--- src/sv/jsv_pkg.sv ---
`timescale 1ns / 1ps
`default_nettype none
// ----------------------------------------------------------------------------
// JSON syntax validator package
// Shared types, constants and literal tables for the byte-serial checker.
// ----------------------------------------------------------------------------
package jsv_pkg;

    localparam int MAX_DEPTH = 64;
    localparam int DEPTH_W   = $clog2(MAX_DEPTH + 1);
    localparam int LIMIT_W   = 7;
    localparam int CMP_W     = (DEPTH_W > LIMIT_W) ? DEPTH_W : LIMIT_W;
    localparam int POS_W     = 32;
    localparam int STATUS_W  = 4;
    localparam int OUT_W     = 40;

    localparam logic [LIMIT_W-1:0] LIMIT_RESET = LIMIT_W'(64);

    typedef enum logic [STATUS_W-1:0] {
        ST_BUSY        = 4'd0,
        ST_VALID       = 4'd1,
        ST_EXP_STRING  = 4'd2,
        ST_BAD_ESC_END = 4'd3,
        ST_BAD_UNICODE = 4'd4,
        ST_CTRL_CHAR   = 4'd5,
        ST_UNTERM_STR  = 4'd6,
        ST_EXP_NUMBER  = 4'd7,
        ST_EXP_FRAC    = 4'd8,
        ST_EXP_EXP     = 4'd9,
        ST_ARR_COMMA   = 4'd10,
        ST_OBJ_COLON   = 4'd11,
        ST_OBJ_COMMA   = 4'd12,
        ST_EXP_VALUE   = 4'd13,
        ST_TRAILING    = 4'd14,
        ST_TOO_DEEP    = 4'd15
    } t_status;

    typedef enum logic [4:0] {
        PH_VALUE,
        PH_ARR_FIRST,
        PH_OBJ_FIRST,
        PH_OBJ_KEY,
        PH_VSTR,
        PH_VSTR_ESC,
        PH_VSTR_HEX,
        PH_KSTR,
        PH_KSTR_ESC,
        PH_KSTR_HEX,
        PH_COLON,
        PH_AFTER,
        PH_NUM_SIGN,
        PH_NUM_ZERO,
        PH_NUM_INT,
        PH_FRAC_FIRST,
        PH_FRAC,
        PH_EXP_SIGN,
        PH_EXP_FIRST,
        PH_EXP,
        PH_LIT
    } t_phase;

    localparam logic [1:0] LIT_TRUE  = 2'd0;
    localparam logic [1:0] LIT_FALSE = 2'd1;
    localparam logic [1:0] LIT_NULL  = 2'd2;

    // Classified text byte as it travels through the queue
    typedef struct packed {
        logic [7:0] byte_val;
        logic       is_ws;
        logic       is_dig;
        logic       is_hex;
        logic       is_ctrl;
        logic       is_zero;
    } t_cls;

    function automatic logic [2:0] lit_len(input logic [1:0] sel);
        logic [2:0] len;
        case (sel)
            LIT_FALSE: len = 3'd5;
            default:   len = 3'd4;
        endcase
        return len;
    endfunction

    function automatic logic [7:0] lit_char(input logic [1:0] sel, input logic [2:0] idx);
        logic [7:0] ch;
        ch = 8'h00;
        case (sel)
            LIT_TRUE: begin
                case (idx)
                    3'd0:    ch = "t";
                    3'd1:    ch = "r";
                    3'd2:    ch = "u";
                    3'd3:    ch = "e";
                    default: ch = 8'h00;
                endcase
            end
            LIT_FALSE: begin
                case (idx)
                    3'd0:    ch = "f";
                    3'd1:    ch = "a";
                    3'd2:    ch = "l";
                    3'd3:    ch = "s";
                    3'd4:    ch = "e";
                    default: ch = 8'h00;
                endcase
            end
            default: begin
                case (idx)
                    3'd0:    ch = "n";
                    3'd1:    ch = "u";
                    3'd2:    ch = "l";
                    3'd3:    ch = "l";
                    default: ch = 8'h00;
                endcase
            end
        endcase
        return ch;
    endfunction

endpackage
`default_nettype wire

--- src/sv/jsv_front.sv ---
`timescale 1ns / 1ps
`default_nettype none
// ----------------------------------------------------------------------------
// JSON validator front end
// Classifies each incoming text byte before it enters the queue.
// ----------------------------------------------------------------------------
module jsv_front (
    input  wire logic [7:0]  i_byte,
    output jsv_pkg::t_cls    o_cls
);

    always_comb begin
        o_cls.byte_val = i_byte;
        o_cls.is_ws    = (i_byte == 8'h20) || (i_byte >= 8'h09 && i_byte <= 8'h0D);
        o_cls.is_dig   = (i_byte >= "0") && (i_byte <= "9");
        o_cls.is_hex   = ((i_byte >= "0") && (i_byte <= "9"))
                       || ((i_byte >= "a") && (i_byte <= "f"))
                       || ((i_byte >= "A") && (i_byte <= "F"));
        o_cls.is_ctrl  = (i_byte < 8'h20);
        o_cls.is_zero  = (i_byte == 8'h00);
    end

endmodule
`default_nettype wire

--- src/sv/jsv_queue.sv ---
`timescale 1ns / 1ps
`default_nettype none
// ----------------------------------------------------------------------------
// JSON validator item queue
// Two-entry queue of classified bytes between front and back.
// ----------------------------------------------------------------------------
module jsv_queue (
    input  wire logic           i_clk,
    input  wire logic           i_rst_n,
    input  wire logic           i_push,
    input  wire jsv_pkg::t_cls  i_data,
    output logic                o_full,
    input  wire logic           i_pop,
    output logic                o_valid,
    output jsv_pkg::t_cls       o_data
);

    jsv_pkg::t_cls r_mem [2];
    logic          r_wp;
    logic          r_rp;
    logic [1:0]    r_count;
    logic          do_push;
    logic          do_pop;

    assign o_full  = (r_count == 2'd2);
    assign o_valid = (r_count != 2'd0);
    assign o_data  = r_mem[r_rp];
    assign do_push = i_push && !o_full;
    assign do_pop  = i_pop && o_valid;

    always_ff @(posedge i_clk) begin
        if (!i_rst_n) begin
            r_wp    <= 1'b0;
            r_rp    <= 1'b0;
            r_count <= 2'd0;
        end else begin
            if (do_push) begin
                r_wp <= ~r_wp;
            end
            if (do_pop) begin
                r_rp <= ~r_rp;
            end
            case ({do_push, do_pop})
                2'b10:   r_count <= r_count + 2'd1;
                2'b01:   r_count <= r_count - 2'd1;
                default: r_count <= r_count;
            endcase
        end
    end

    always_ff @(posedge i_clk) begin
        if (do_push) begin
            r_mem[r_wp] <= i_data;
        end
    end

endmodule
`default_nettype wire

--- src/sv/jsv_back.sv ---
`timescale 1ns / 1ps
`default_nettype none
// ----------------------------------------------------------------------------
// JSON validator back end
// Grammar state machine, container stack, sticky error and result register.
// ----------------------------------------------------------------------------
module jsv_back (
    input  wire logic                          i_clk,
    input  wire logic                          i_rst_n,
    input  wire logic                          i_cfg_wr_en,
    input  wire logic [jsv_pkg::LIMIT_W-1:0]   i_cfg_wr_data,
    input  wire logic                          i_q_valid,
    input  wire jsv_pkg::t_cls                 i_q_data,
    output logic                               o_q_pop,
    output logic                               o_m_valid,
    input  wire logic                          i_m_ready,
    output logic [jsv_pkg::STATUS_W-1:0]       o_m_status,
    output logic [jsv_pkg::POS_W-1:0]          o_m_pos
);

    localparam int MD = jsv_pkg::MAX_DEPTH;
    localparam int DW = jsv_pkg::DEPTH_W;

    jsv_pkg::t_phase               r_phase, n_phase;
    logic [DW-1:0]                 r_depth, n_depth;
    logic [MD-1:0]                 r_stack, n_stack;
    logic [2:0]                    r_sub, n_sub;
    logic [1:0]                    r_lit, n_lit;
    jsv_pkg::t_status              r_sticky;
    logic [jsv_pkg::POS_W-1:0]     r_pos;
    logic [jsv_pkg::LIMIT_W-1:0]   r_limit;
    logic                          r_m_valid;
    logic [jsv_pkg::STATUS_W-1:0]  r_m_status;
    logic [jsv_pkg::POS_W-1:0]     r_m_pos;

    logic             fire;
    logic [7:0]       b;
    logic             do_push, do_pop, push_kind;
    jsv_pkg::t_status proc_status;
    logic             open_ok;
    logic             top;

    // start-of-value decode
    jsv_pkg::t_phase  sv_phase;
    jsv_pkg::t_status sv_status;
    logic             sv_push, sv_kind, sv_is_lit;
    logic [1:0]       sv_lit;

    // after-value decode
    jsv_pkg::t_phase  av_phase;
    jsv_pkg::t_status av_status;
    logic             av_pop;

    // literal match
    logic [1:0]       lit_sel;
    logic             lit_ok, lit_last;

    assign b        = i_q_data.byte_val;
    assign o_q_pop  = fire;
    assign fire     = i_q_valid && (!r_m_valid || i_m_ready);
    assign top      = r_stack[0];
    assign open_ok  = (r_depth < DW'(MD))
                    && (jsv_pkg::CMP_W'(r_depth) < jsv_pkg::CMP_W'(r_limit));

    assign lit_sel  = (r_lit == 2'd3) ? jsv_pkg::LIT_NULL : r_lit;
    assign lit_ok   = (r_sub < jsv_pkg::lit_len(lit_sel))
                    && (b == jsv_pkg::lit_char(lit_sel, r_sub));
    assign lit_last = ((r_sub + 3'd1) >= jsv_pkg::lit_len(lit_sel));

    always_comb begin
        sv_phase  = r_phase;
        sv_status = jsv_pkg::ST_BUSY;
        sv_push   = 1'b0;
        sv_kind   = 1'b0;
        sv_is_lit = 1'b0;
        sv_lit    = jsv_pkg::LIT_TRUE;
        if (b == "\"") begin
            sv_phase = jsv_pkg::PH_VSTR;
        end else if (b == "{" || b == "[") begin
            sv_kind = (b == "{");
            if (open_ok) begin
                sv_push  = 1'b1;
                sv_phase = (b == "{") ? jsv_pkg::PH_OBJ_FIRST : jsv_pkg::PH_ARR_FIRST;
            end else begin
                sv_status = jsv_pkg::ST_TOO_DEEP;
            end
        end else if (b == "-") begin
            sv_phase = jsv_pkg::PH_NUM_SIGN;
        end else if (b == "0") begin
            sv_phase = jsv_pkg::PH_NUM_ZERO;
        end else if (i_q_data.is_dig) begin
            sv_phase = jsv_pkg::PH_NUM_INT;
        end else if (b == "t" || b == "f" || b == "n") begin
            sv_phase  = jsv_pkg::PH_LIT;
            sv_is_lit = 1'b1;
            sv_lit    = (b == "t") ? jsv_pkg::LIT_TRUE
                      : ((b == "f") ? jsv_pkg::LIT_FALSE : jsv_pkg::LIT_NULL);
        end else begin
            sv_status = jsv_pkg::ST_EXP_VALUE;
        end
    end

    always_comb begin
        av_phase  = jsv_pkg::PH_AFTER;
        av_status = jsv_pkg::ST_BUSY;
        av_pop    = 1'b0;
        if (i_q_data.is_ws) begin
            av_status = jsv_pkg::ST_BUSY;
        end else if (r_depth == '0) begin
            av_status = i_q_data.is_zero ? jsv_pkg::ST_VALID : jsv_pkg::ST_TRAILING;
        end else if (b == (top ? 8'h7D : 8'h5D)) begin
            av_pop = 1'b1;
        end else if (b == ",") begin
            av_phase = top ? jsv_pkg::PH_OBJ_KEY : jsv_pkg::PH_VALUE;
        end else begin
            av_status = top ? jsv_pkg::ST_OBJ_COMMA : jsv_pkg::ST_ARR_COMMA;
        end
    end

    // Next-state block
    always_comb begin
        n_phase   = r_phase;
        n_sub     = r_sub;
        n_lit     = r_lit;
        do_push   = 1'b0;
        do_pop    = 1'b0;
        push_kind = sv_kind;
        case (r_phase)
            jsv_pkg::PH_VALUE: begin
                if (!i_q_data.is_ws) begin
                    n_phase = sv_phase;
                    do_push = sv_push;
                    if (sv_is_lit) begin
                        n_lit = sv_lit;
                        n_sub = 3'd1;
                    end
                end
            end
            jsv_pkg::PH_ARR_FIRST: begin
                if (!i_q_data.is_ws) begin
                    if (b == "]") begin
                        do_pop  = 1'b1;
                        n_phase = jsv_pkg::PH_AFTER;
                    end else begin
                        n_phase = sv_phase;
                        do_push = sv_push;
                        if (sv_is_lit) begin
                            n_lit = sv_lit;
                            n_sub = 3'd1;
                        end
                    end
                end
            end
            jsv_pkg::PH_OBJ_FIRST, jsv_pkg::PH_OBJ_KEY: begin
                if (!i_q_data.is_ws) begin
                    if (r_phase == jsv_pkg::PH_OBJ_FIRST && b == "}") begin
                        do_pop  = 1'b1;
                        n_phase = jsv_pkg::PH_AFTER;
                    end else if (b == "\"") begin
                        n_phase = jsv_pkg::PH_KSTR;
                    end
                end
            end
            jsv_pkg::PH_VSTR, jsv_pkg::PH_KSTR: begin
                if (b == "\"") begin
                    n_phase = (r_phase == jsv_pkg::PH_VSTR) ? jsv_pkg::PH_AFTER
                                                            : jsv_pkg::PH_COLON;
                end else if (b == "\\") begin
                    n_phase = (r_phase == jsv_pkg::PH_VSTR) ? jsv_pkg::PH_VSTR_ESC
                                                            : jsv_pkg::PH_KSTR_ESC;
                end
            end
            jsv_pkg::PH_VSTR_ESC, jsv_pkg::PH_KSTR_ESC: begin
                if (!i_q_data.is_zero) begin
                    if (b == "u") begin
                        n_sub   = 3'd0;
                        n_phase = (r_phase == jsv_pkg::PH_VSTR_ESC) ? jsv_pkg::PH_VSTR_HEX
                                                                    : jsv_pkg::PH_KSTR_HEX;
                    end else begin
                        n_phase = (r_phase == jsv_pkg::PH_VSTR_ESC) ? jsv_pkg::PH_VSTR
                                                                    : jsv_pkg::PH_KSTR;
                    end
                end
            end
            jsv_pkg::PH_VSTR_HEX, jsv_pkg::PH_KSTR_HEX: begin
                if (i_q_data.is_hex) begin
                    if (r_sub >= 3'd3) begin
                        n_sub   = 3'd0;
                        n_phase = (r_phase == jsv_pkg::PH_VSTR_HEX) ? jsv_pkg::PH_VSTR
                                                                    : jsv_pkg::PH_KSTR;
                    end else begin
                        n_sub = r_sub + 3'd1;
                    end
                end
            end
            jsv_pkg::PH_COLON: begin
                if (b == ":") begin
                    n_phase = jsv_pkg::PH_VALUE;
                end
            end
            jsv_pkg::PH_AFTER: begin
                n_phase = av_phase;
                do_pop  = av_pop;
            end
            jsv_pkg::PH_NUM_SIGN: begin
                if (b == "0") begin
                    n_phase = jsv_pkg::PH_NUM_ZERO;
                end else if (i_q_data.is_dig) begin
                    n_phase = jsv_pkg::PH_NUM_INT;
                end
            end
            jsv_pkg::PH_NUM_ZERO, jsv_pkg::PH_NUM_INT: begin
                if (r_phase == jsv_pkg::PH_NUM_INT && i_q_data.is_dig) begin
                    n_phase = r_phase;
                end else if (b == ".") begin
                    n_phase = jsv_pkg::PH_FRAC_FIRST;
                end else if (b == "e" || b == "E") begin
                    n_phase = jsv_pkg::PH_EXP_SIGN;
                end else begin
                    n_phase = av_phase;
                    do_pop  = av_pop;
                end
            end
            jsv_pkg::PH_FRAC_FIRST: begin
                if (i_q_data.is_dig) begin
                    n_phase = jsv_pkg::PH_FRAC;
                end
            end
            jsv_pkg::PH_FRAC: begin
                if (i_q_data.is_dig) begin
                    n_phase = r_phase;
                end else if (b == "e" || b == "E") begin
                    n_phase = jsv_pkg::PH_EXP_SIGN;
                end else begin
                    n_phase = av_phase;
                    do_pop  = av_pop;
                end
            end
            jsv_pkg::PH_EXP_SIGN: begin
                if (b == "+" || b == "-") begin
                    n_phase = jsv_pkg::PH_EXP_FIRST;
                end else if (i_q_data.is_dig) begin
                    n_phase = jsv_pkg::PH_EXP;
                end
            end
            jsv_pkg::PH_EXP_FIRST: begin
                if (i_q_data.is_dig) begin
                    n_phase = jsv_pkg::PH_EXP;
                end
            end
            jsv_pkg::PH_EXP: begin
                if (!i_q_data.is_dig) begin
                    n_phase = av_phase;
                    do_pop  = av_pop;
                end
            end
            jsv_pkg::PH_LIT: begin
                if (lit_ok) begin
                    if (lit_last) begin
                        n_sub   = 3'd0;
                        n_phase = jsv_pkg::PH_AFTER;
                    end else begin
                        n_sub = r_sub + 3'd1;
                    end
                end
            end
            default: begin
                n_phase = r_phase;
            end
        endcase
    end

    // Output block: status the grammar gives for this byte
    always_comb begin
        proc_status = jsv_pkg::ST_BUSY;
        case (r_phase)
            jsv_pkg::PH_VALUE: begin
                if (!i_q_data.is_ws) begin
                    proc_status = sv_status;
                end
            end
            jsv_pkg::PH_ARR_FIRST: begin
                if (!i_q_data.is_ws && b != "]") begin
                    proc_status = sv_status;
                end
            end
            jsv_pkg::PH_OBJ_FIRST, jsv_pkg::PH_OBJ_KEY: begin
                if (!i_q_data.is_ws && b != "\""
                    && !(r_phase == jsv_pkg::PH_OBJ_FIRST && b == "}")) begin
                    proc_status = jsv_pkg::ST_EXP_STRING;
                end
            end
            jsv_pkg::PH_VSTR, jsv_pkg::PH_KSTR: begin
                if (i_q_data.is_zero) begin
                    proc_status = jsv_pkg::ST_UNTERM_STR;
                end else if (i_q_data.is_ctrl) begin
                    proc_status = jsv_pkg::ST_CTRL_CHAR;
                end
            end
            jsv_pkg::PH_VSTR_ESC, jsv_pkg::PH_KSTR_ESC: begin
                if (i_q_data.is_zero) begin
                    proc_status = jsv_pkg::ST_BAD_ESC_END;
                end
            end
            jsv_pkg::PH_VSTR_HEX, jsv_pkg::PH_KSTR_HEX: begin
                if (!i_q_data.is_hex) begin
                    proc_status = jsv_pkg::ST_BAD_UNICODE;
                end
            end
            jsv_pkg::PH_COLON: begin
                if (!i_q_data.is_ws && b != ":") begin
                    proc_status = jsv_pkg::ST_OBJ_COLON;
                end
            end
            jsv_pkg::PH_AFTER: begin
                proc_status = av_status;
            end
            jsv_pkg::PH_NUM_SIGN: begin
                if (!i_q_data.is_dig) begin
                    proc_status = jsv_pkg::ST_EXP_NUMBER;
                end
            end
            jsv_pkg::PH_NUM_ZERO, jsv_pkg::PH_NUM_INT: begin
                if (!(r_phase == jsv_pkg::PH_NUM_INT && i_q_data.is_dig)
                    && b != "." && b != "e" && b != "E") begin
                    proc_status = av_status;
                end
            end
            jsv_pkg::PH_FRAC_FIRST: begin
                if (!i_q_data.is_dig) begin
                    proc_status = jsv_pkg::ST_EXP_FRAC;
                end
            end
            jsv_pkg::PH_FRAC: begin
                if (!i_q_data.is_dig && b != "e" && b != "E") begin
                    proc_status = av_status;
                end
            end
            jsv_pkg::PH_EXP_SIGN: begin
                if (!i_q_data.is_dig && b != "+" && b != "-") begin
                    proc_status = jsv_pkg::ST_EXP_EXP;
                end
            end
            jsv_pkg::PH_EXP_FIRST: begin
                if (!i_q_data.is_dig) begin
                    proc_status = jsv_pkg::ST_EXP_EXP;
                end
            end
            jsv_pkg::PH_EXP: begin
                if (!i_q_data.is_dig) begin
                    proc_status = av_status;
                end
            end
            jsv_pkg::PH_LIT: begin
                if (!lit_ok) begin
                    proc_status = jsv_pkg::ST_EXP_VALUE;
                end
            end
            default: begin
                proc_status = jsv_pkg::ST_EXP_VALUE;
            end
        endcase
    end

    // Stack as a shift line: entry 0 is always the innermost container
    always_comb begin
        n_depth = r_depth;
        n_stack = r_stack;
        if (do_push) begin
            n_depth = r_depth + DW'(1);
            for (int i = 0; i < MD; i++) begin
                n_stack[i] = (i == 0) ? push_kind : r_stack[(i == 0) ? 0 : i - 1];
            end
        end else if (do_pop) begin
            n_depth = r_depth - DW'(1);
            for (int i = 0; i < MD; i++) begin
                n_stack[i] = (i == MD - 1) ? 1'b0 : r_stack[(i == MD - 1) ? i : i + 1];
            end
        end
    end

    always_ff @(posedge i_clk) begin
        if (!i_rst_n) begin
            r_phase   <= jsv_pkg::PH_VALUE;
            r_depth   <= '0;
            r_stack   <= '0;
            r_sub     <= 3'd0;
            r_lit     <= jsv_pkg::LIT_TRUE;
            r_sticky  <= jsv_pkg::ST_BUSY;
            r_pos     <= '0;
            r_limit   <= jsv_pkg::LIMIT_RESET;
            r_m_valid <= 1'b0;
        end else begin
            if (i_cfg_wr_en) begin
                r_limit <= i_cfg_wr_data;
            end
            if (i_m_ready) begin
                r_m_valid <= 1'b0;
            end
            if (fire) begin
                r_m_valid <= 1'b1;
                r_m_pos   <= r_pos;
                if (i_q_data.is_zero) begin
                    // end of document: report, then re-arm
                    r_m_status <= (r_sticky != jsv_pkg::ST_BUSY) ? r_sticky : proc_status;
                    r_phase    <= jsv_pkg::PH_VALUE;
                    r_depth    <= '0;
                    r_stack    <= '0;
                    r_sub      <= 3'd0;
                    r_lit      <= jsv_pkg::LIT_TRUE;
                    r_sticky   <= jsv_pkg::ST_BUSY;
                    r_pos      <= '0;
                end else begin
                    if (r_pos != '1) begin
                        r_pos <= r_pos + jsv_pkg::POS_W'(1);
                    end
                    if (r_sticky == jsv_pkg::ST_BUSY) begin
                        r_phase    <= n_phase;
                        r_depth    <= n_depth;
                        r_stack    <= n_stack;
                        r_sub      <= n_sub;
                        r_lit      <= n_lit;
                        r_sticky   <= proc_status;
                        r_m_status <= proc_status;
                    end else begin
                        r_m_status <= r_sticky;
                    end
                end
            end
        end
    end

    assign o_m_valid  = r_m_valid;
    assign o_m_status = r_m_status;
    assign o_m_pos    = r_m_pos;

endmodule
`default_nettype wire

--- src/sv/json_syntax_validator_top.sv ---
`timescale 1ns / 1ps
`default_nettype none
// ----------------------------------------------------------------------------
// JSON syntax validator
// Checks JSON text one byte per item; a zero byte ends each document.
// ----------------------------------------------------------------------------
// Path: an accepted byte is written to a queue slot, then the back end
//   registers its result in the result register, which drives result valid.
// Throughput: one byte per cycle while the result stream is ready, set by the
//   grammar step in the back end, which updates the phase and the container stack.
// Reset: synchronous, active low; clears all parse state, the queue and the
//   result slot, and sets depth_limit to 64. No clearing pass is needed.
// ----------------------------------------------------------------------------
module json_syntax_validator_top (
    input  wire logic        i_clk,
    input  wire logic        i_rst_n,
    // configuration: depth_limit
    input  wire logic        i_cfg_wr_en,
    input  wire logic [6:0]  i_cfg_wr_data,
    // text byte stream
    input  wire logic        i_s_axis_tvalid,
    output logic             o_s_axis_tready,
    input  wire logic [7:0]  i_s_axis_tdata,   // [7:0] text_byte
    // result stream
    output logic             o_m_axis_tvalid,
    input  wire logic        i_m_axis_tready,
    output logic [39:0]      o_m_axis_tdata    // [3:0] status, [35:4] byte_position,
                                               // [39:36] zero
);

    jsv_pkg::t_cls                    front_cls;
    jsv_pkg::t_cls                    q_data;
    logic                             q_full;
    logic                             q_valid;
    logic                             q_pop;
    logic [jsv_pkg::STATUS_W-1:0]     m_status;
    logic [jsv_pkg::POS_W-1:0]        m_pos;

    // Front: classify each byte as it arrives
    jsv_front u_front (
        .i_byte (i_s_axis_tdata),
        .o_cls  (front_cls)
    );

    // Queue: lets the input keep flowing while a result waits downstream
    jsv_queue u_queue (
        .i_clk   (i_clk),
        .i_rst_n (i_rst_n),
        .i_push  (i_s_axis_tvalid),
        .i_data  (front_cls),
        .o_full  (q_full),
        .i_pop   (q_pop),
        .o_valid (q_valid),
        .o_data  (q_data)
    );

    assign o_s_axis_tready = !q_full;

    // Back: run the grammar, hold the stack and drive the result register
    jsv_back u_back (
        .i_clk         (i_clk),
        .i_rst_n       (i_rst_n),
        .i_cfg_wr_en   (i_cfg_wr_en),
        .i_cfg_wr_data (i_cfg_wr_data),
        .i_q_valid     (q_valid),
        .i_q_data      (q_data),
        .o_q_pop       (q_pop),
        .o_m_valid     (o_m_axis_tvalid),
        .i_m_ready     (i_m_axis_tready),
        .o_m_status    (m_status),
        .o_m_pos       (m_pos)
    );

    // Pack the result item, status in the lowest bits
    assign o_m_axis_tdata = {4'd0, m_pos, m_status};

endmodule
`default_nettype wire
--- config.mk ---
export PLATFORM = sky130hd
export DESIGN_NAME = json_syntax_validator_top
export DESIGN_NICKNAME = d
export VERILOG_FILES = /design/src/sv/jsv_pkg.sv /design/src/sv/jsv_front.sv /design/src/sv/jsv_queue.sv /design/src/sv/jsv_back.sv /design/src/sv/json_syntax_validator_top.sv
export SDC_FILE = /design/constraint.sdc
export NUM_CORES = 1
export LEC_CHECK = 0
export ABC_AREA = 1
export BUFFER_PORTS_ARGS = -buffer_cell sky130_fd_sc_hd__buf_2
export CAP_MARGIN = 10
export CORE_ASPECT_RATIO = 1.1
export CORE_MARGIN = 4
export CORE_UTILIZATION = 55
export DETAILED_ROUTE_END_ITERATION = 7
export PLACE_DENSITY_LB_ADDON = 0.15
export SYNTH_ARGS = -nofsm -noshare
export SYNTH_HDL_FRONTEND = slang
export SYNTH_HIERARCHICAL = 1
export SYNTH_SLANG_ARGS = --single-unit
--- constraint.sdc ---
create_clock -name i_clk -period 5.1 [get_ports i_clk]
set_clock_uncertainty 0.05 [all_clocks]
set_input_delay 0.765 -clock i_clk [delete_from_list [all_inputs] [get_ports i_clk]]
set_output_delay 0.765 -clock i_clk [all_outputs]
set_load 0.005 [all_outputs]
==> results of run 1 <==
-- stage by stage --
step,worst slack [ns],std cells
2_1_floorplan,1.97,1594
3_3_place_gp,1.55,1835
3_5_place_dp,1.46,1835
4_1_cts,1.41,1867
5_1_grt,1.05,1867
6_report,1.43,1867
-- worst max path at each step --
stage / endpoint / slack, ns / depth (start not counted)
detailed placement: u_back/r_stack[8] / 1.46 / 14
floorplan: u_back/r_depth[5] / 1.97 / 20
CTS: u_back/r_stack[56] / 1.41 / 14
global route: u_back/r_stack[27] / 1.05 / 14
global placement: u_back/r_stack[50] / 1.55 / 14
finish: u_back/r_stack[50] / 1.43 / 14
-- cell families after synthesis --
family / Yosys count
AOI/OAI and AO/OA: 258
xor gates and xnor gates: 7
adders and majority gates: 23
buffers and inverters: 217
DFF: 192
muxes: 13
other: 1
and+or+nand+nor: 880
-- power groups by stage --
stage          Sequential, mW  Clock [mW]  Combinational (mW)
2_1_floorplan            1.93           0                1.76
3_3_place_gp             1.97           0                2.34
3_5_place_dp             1.97           0                2.35
4_1_cts                  1.94        1.42                2.36
5_1_grt                  1.96        1.48                2.65
6_report                 1.94        1.39                2.39
-- worst min-delay path, cell delays in order, from the launching register on --
cell and delay, ns:
dfxtp_1 0.30, inv_1 0.06, a21oi_1 0.06
-- registers in the layout (all words and copies together), names as in the netlist, 5 cells and up, named ones only --
name and count:
u_back/r_stack 64, u_back/o_m_pos 32, u_back/r_pos 32, u_queue/r_mem 26
u_back/r_depth 7, u_back/r_limit 7, u_back/r_phase 5
-- layout by cell type (no fill, tap or decap), drive strengths merged, types with 2 or more instances in the layout --
| cell type | synthesis | final |
|---|---|---|
| a21oi | 193 | 193 |
| conb | 1 | 4 |
| nor2 | 203 | 203 |
| clkbuf | 28 | 18 |
| xnor2 | 2 | 2 |
| inv | 139 | 147 |
| a31oi | 2 | 2 |
| ha | 22 | 22 |
| edfxtp | 62 | 62 |
| a2bb2oi | 3 | 3 |
| nor4 | 2 | 2 |
| nand4 | 30 | 30 |
| nand2 | 463 | 463 |
| nand3 | 145 | 145 |
| or2 | 2 | 2 |
| nor3b | 4 | 4 |
| buf | 49 | 66 |
| clkinv | 1 | 6 |
| o21bai | 2 | 2 |
| nand3b | 2 | 2 |
| mux2 | 13 | 13 |
| o21ai | 48 | 48 |
| dfxtp | 130 | 130 |
| nor3 | 28 | 28 |
| o211ai | 3 | 3 |
| xor2 | 5 | 5 |
-- routing by layer --
layer  vias to the layer above  wire [µm]  track usage
li1                       5240          -            -
met1                      4754      12300        0.340
met2                       396      12900        0.398
met3                        66       1940       0.0458
met4                         0        706       0.0751
met5                         -          0            0
-- area by class of cell --
class                           count  area [µm²]
Inverter                          140         526
Clock inverter                     14         185
Timing Repair Buffer               66         365
Clock buffer                       18         439
Fill cell                        1863        7860
Tap cell                          252         315
Sequential cell                   192        4460
Multi-Input combinational cell   1185        5640
==> flow_metrics.tcl, run 1 <==
set metrics [dict create \
    yosys_warnings 6 \
    worstPathCellList "mux2_4 > inv_1 > nand2_1 > nor2_1 > nand2_1 > inv_1 > nand4_1 > inv_1 > nand2_4 > inv_2 > nand2_1 > a21oi_1 > nand3_1 > a21oi_1" \
    internal_power_mw 3.22 \
    fin_area_um2 11900 \
    yosysTopAreaCell "dfxtp_1" \
    crit_path_top_delay_cell "dfxtp_1" \
    fin_crit_sh 0.719 \
    synthToLayoutAreaGrowth_pct 8.32 \
    grt_max_degree 87 \
    max-vdd-ir-drop_uv 291 \
    hp-class "reg -> reg" \
    vias 10500 \
    yosys.area_share.simple 0.338 \
    syn-cell-area_um2 11000 \
    synth_common_cells "457 x nand2_1, 192 x a21oi_1, 188 x nor2_1, 143 x nand3_1, 130 x dfxtp_1" \
    syn_area_per_cell_um2 6.93 \
    synth_top_area_share 0.236 \
    status "completed" \
    cts.path.max_buffers 2 \
    final-hold-violation-count 0 \
    wire_per_inst_um 14.9 \
    numCtsBuffers 17 \
    synth_seq_area_share 0.405 \
    die_x_um 143 \
    slew_headroom 0.263 \
    rsz0062_at_grt "no" \
    total_power_mw 5.71 \
    crit_arrival_ns 3.98 \
    drtIter0Drc 1047 \
    path_buf_inv 4 \
    synth_seq_cells 192 \
    post_cts_buffers 0 \
    cts_tree "yes" \
    antenna_found_initial 0 \
    worstPathMaxFanout 62 \
    crit_type "reg -> reg" \
    grt_overflow_total 0 \
    ys_types 48 \
    cp-start-kind "flip-flop" \
    rrSetupSlack_ns 1.43 \
    track_usage 0.247 \
    hold_buffers 0 \
    power.density_nw_per_um2 479 \
    finish.utilization 0.603 \
    ys_async_sr_fraction 0 \
    cp-end-kind "flip-flop" \
    slew_viol_final 0 \
    place.gp.congestion 1.01 \
    synth_adder_area_share 0.0268 \
    antennaDiodeCount 0 \
    crit_family "buffers and inverters" \
    synth_xor_area_frac 0.00556 \
    power_frac_seq 0.339 \
    syn_inst 1591 \
    synth_area_leaders "dfxtp_1 24%, edfxtp_1 17%, nand2_1 16%" \
    synth_top_family_by_area "simple AND/OR/NAND/NOR gates" \
    post_cts_resized 0 \
    setup_violations 0 \
    layout-drive-gt1-share 0.0935 \
    power_switching_mw 2.50 \
    dr.pass1.iters 6 \
    core_um2 19800 \
    die-height_um 156 \
    drc 0 \
    worst_skew_pair.late_latency_ns 0.44 \
    portBuffers 57 \
    synth-edff-count 62 \
    swShare 0.437 \
    ant_nets 0 \
    hold_start "u_back/r_limit[4]" \
    dpl_cell_area_um2 11300 \
    regToRegEndpoint "u_back/r_stack[50]" \
    clock_sinks 192 \
    ys_dominant_reg_cell "dfxtp_1" \
    r2r.worst_path.cells 14 \
    synth-compound-area-share 0.122 \
    ioPinCount 62 \
    wl_um 27900 \
    via_per_inst 5.60 \
    root_buffer "clkbuf_16" \
    h-tree-depth 4 \
    whs_ns 0.420 \
    clkSlewWorstSetupHoldPaths_ns 0.08 \
    start_util 0.557 \
    tightestPinTransition_ns 1.10 \
    drv_cap 0 \
    period_needed_ns 3.67 \
    fp.dieArea_um2 22400 \
    power.leakage_nw 4.74 \
    grt_pass1_wl_um 45400 \
    grt_pass1_vias 9320 \
    fin_tns_setup_ns 0 \
    worstPathRequired_ns 5.41 \
    p_clk_frac 0.244 \
    yosysMostFrequentCell "nand2_1" \
    slowest_delay_ns 0.80 \
    hold_depth 2 \
    hpwl_um 19100 \
    hold_end "u_back/r_limit[4]" \
    synthMuxAreaShare 0.0167 \
    nNetsFinal 1645 \
    p_comb_frac 0.417 \
    fp-row-count 54 \
    fmax_mhz 273 \
]
No activity file was read; power rests on OpenSTA's default activity.
==> run 2, diff against run 1 <==
- clock period: 5.1 -> 3.55 ns (I/O delays scaled with it)
==> flow_metrics.tcl, run 2 (same netlist as run 1, synthesis figures left out) <==
set metrics [dict create \
    post_cts_buffers 0 \
    status "completed" \
    h-tree-depth 4 \
    final_cell_mix "457 x nand2_1, 191 x a21oi_1, 186 x nor2_1, 142 x nand3_1, 130 x dfxtp_1" \
    hold_buffers 0 \
    track_usage 0.257 \
    die_x_um 143 \
    drtIter0Drc 957 \
    max-vdd-ir-drop_uv 554 \
    via_per_inst 5.54 \
    fmax_mhz 309 \
    start_util 0.557 \
    worstPathMaxFanout 10 \
    worstPathRequired_ns 3.85 \
    power.leakage_nw 4.79 \
    layout_commonest_cell "nand2_1" \
    vias 10400 \
    multi_input_area_um2 5650 \
    fill_cells 1883 \
    core_um2 19800 \
    fin_crit_sh 0.911 \
    worst_skew_pair.late_latency_ns 0.44 \
    rsz0062_at_grt "no" \
    dr.pass1.iters 5 \
    fp.dieArea_um2 22400 \
    final-hold-violation-count 0 \
    cp-end-kind "flip-flop" \
    crit_arrival_ns 3.53 \
    grt_pass1_vias 9351 \
    drc 0 \
    power.density_nw_per_um2 686 \
    slew_headroom 0.332 \
    drv_cap 0 \
    regMostFlops "u_back/r_stack" \
    antennaDiodeCount 0 \
    hpwl_um 20000 \
    root_buffer "clkbuf_16" \
    numCtsBuffers 17 \
    period_needed_ns 3.23 \
    fp-row-count 54 \
    grt_overflow_total 0 \
    finish.utilization 0.608 \
    largest_reg_flops 64 \
    clock_sinks 192 \
    cp-start-kind "flip-flop" \
    cts_tree "yes" \
    fin_tns_setup_ns 0 \
    crit_type "reg -> reg" \
    wl_um 28600 \
    setup_violations 0 \
    tightestPinTransition_ns 1.00 \
    portBuffers 57 \
    die-height_um 156 \
    ant_nets 0 \
    grt_max_degree 87 \
    layout-drive-gt1-share 0.100 \
    regArea_um2 4460 \
    post_cts_resized 0 \
    endpoint "u_back/r_depth[5]" \
    nNetsFinal 1655 \
    antenna_found_initial 0 \
    grt_pass1_wl_um 46900 \
    place.gp.congestion 1.01 \
    synthToLayoutAreaGrowth_pct 9.24 \
    r2r.worst_path.cells 19 \
    slew_viol_final 0 \
    cts.path.max_buffers 2 \
    rrSetupSlack_ns 0.32 \
    clkSlewWorstSetupHoldPaths_ns 0.08 \
    ioPinCount 62 \
    hp-class "in -> reg" \
    regToRegEndpoint "u_back/r_depth[5]" \
    wire_per_inst_um 15.3 \
]
[run 2: per-stage QoR]
stage	instance area [µm²]	cells	total power, mW	hold WS, ns	worst slack (ns)
after global routing	12000	1877	8.83	0.252	0.00524
after floorplan	11000	1594	5.30	0.387	0.423
after CTS	12000	1877	8.24	0.245	0.225
after global placement	11400	1845	6.24	0.400	0.312
after detailed placement	11400	1845	6.26	0.407	0.265
final	12000	1877	8.25	0.259	0.318
[run 2: area by class of cell]
| type | instances | share of cell area |
|---|---|---|
| clock inverters | 15 | 0.0163 |
| flip-flops and latches | 192 | 0.371 |
| clock buffers | 17 | 0.0353 |
| repair buffers | 76 | 0.0383 |
| multi-input cells | 1185 | 0.469 |
| well taps | 252 | 0.0262 |
| inverters | 140 | 0.0437 |
[run 2: power by group]
group	internal [mW]	switching (mW)
Clock	0.975	1.00
Combinational	1.03	2.50
Sequential	2.59	0.155
[run 2: how the worst min path moves through the flow]
stage,start,end,slack (ns),cells past startpoint
finish,i_s_axis_tdata[7],u_queue/r_mem[1][12],0.26,1
global route,i_s_axis_tdata[7],u_queue/r_mem[0][12],0.25,1
CTS,i_s_axis_tdata[7],u_queue/r_mem[1][12],0.24,1
detailed placement,u_back/r_limit[2],u_back/r_limit[2],0.41,2
global placement,u_back/r_stack[1],u_back/r_stack[1],0.40,2
floorplan,u_back/r_limit[1],u_back/r_limit[1],0.39,2
[run 2: critical path, stage by stage, from the launching register on]
cell and delay (ns):
dfxtp_1 0.36, buf_6 0.18, mux2_4 0.32, inv_1 0.12
nand2_1 0.08, nor2_1 0.09, nand2_1 0.11, inv_1 0.13
nand4_1 0.17, inv_1 0.14, nand2_4 0.08, ha_1 0.34
a21oi_1 0.17, nand2_1 0.08, nand2_1 0.07, nand2_1 0.05
a21oi_1 0.16, xnor2_1 0.14, nand4_1 0.11, a21oi_1 0.19
[run 2: layer usage]
layer,share of wire,track usage
met4,0.020,0.0738
met5,0,0
met2,0.46,0.407
met1,0.46,0.368
met3,0.058,0.0364
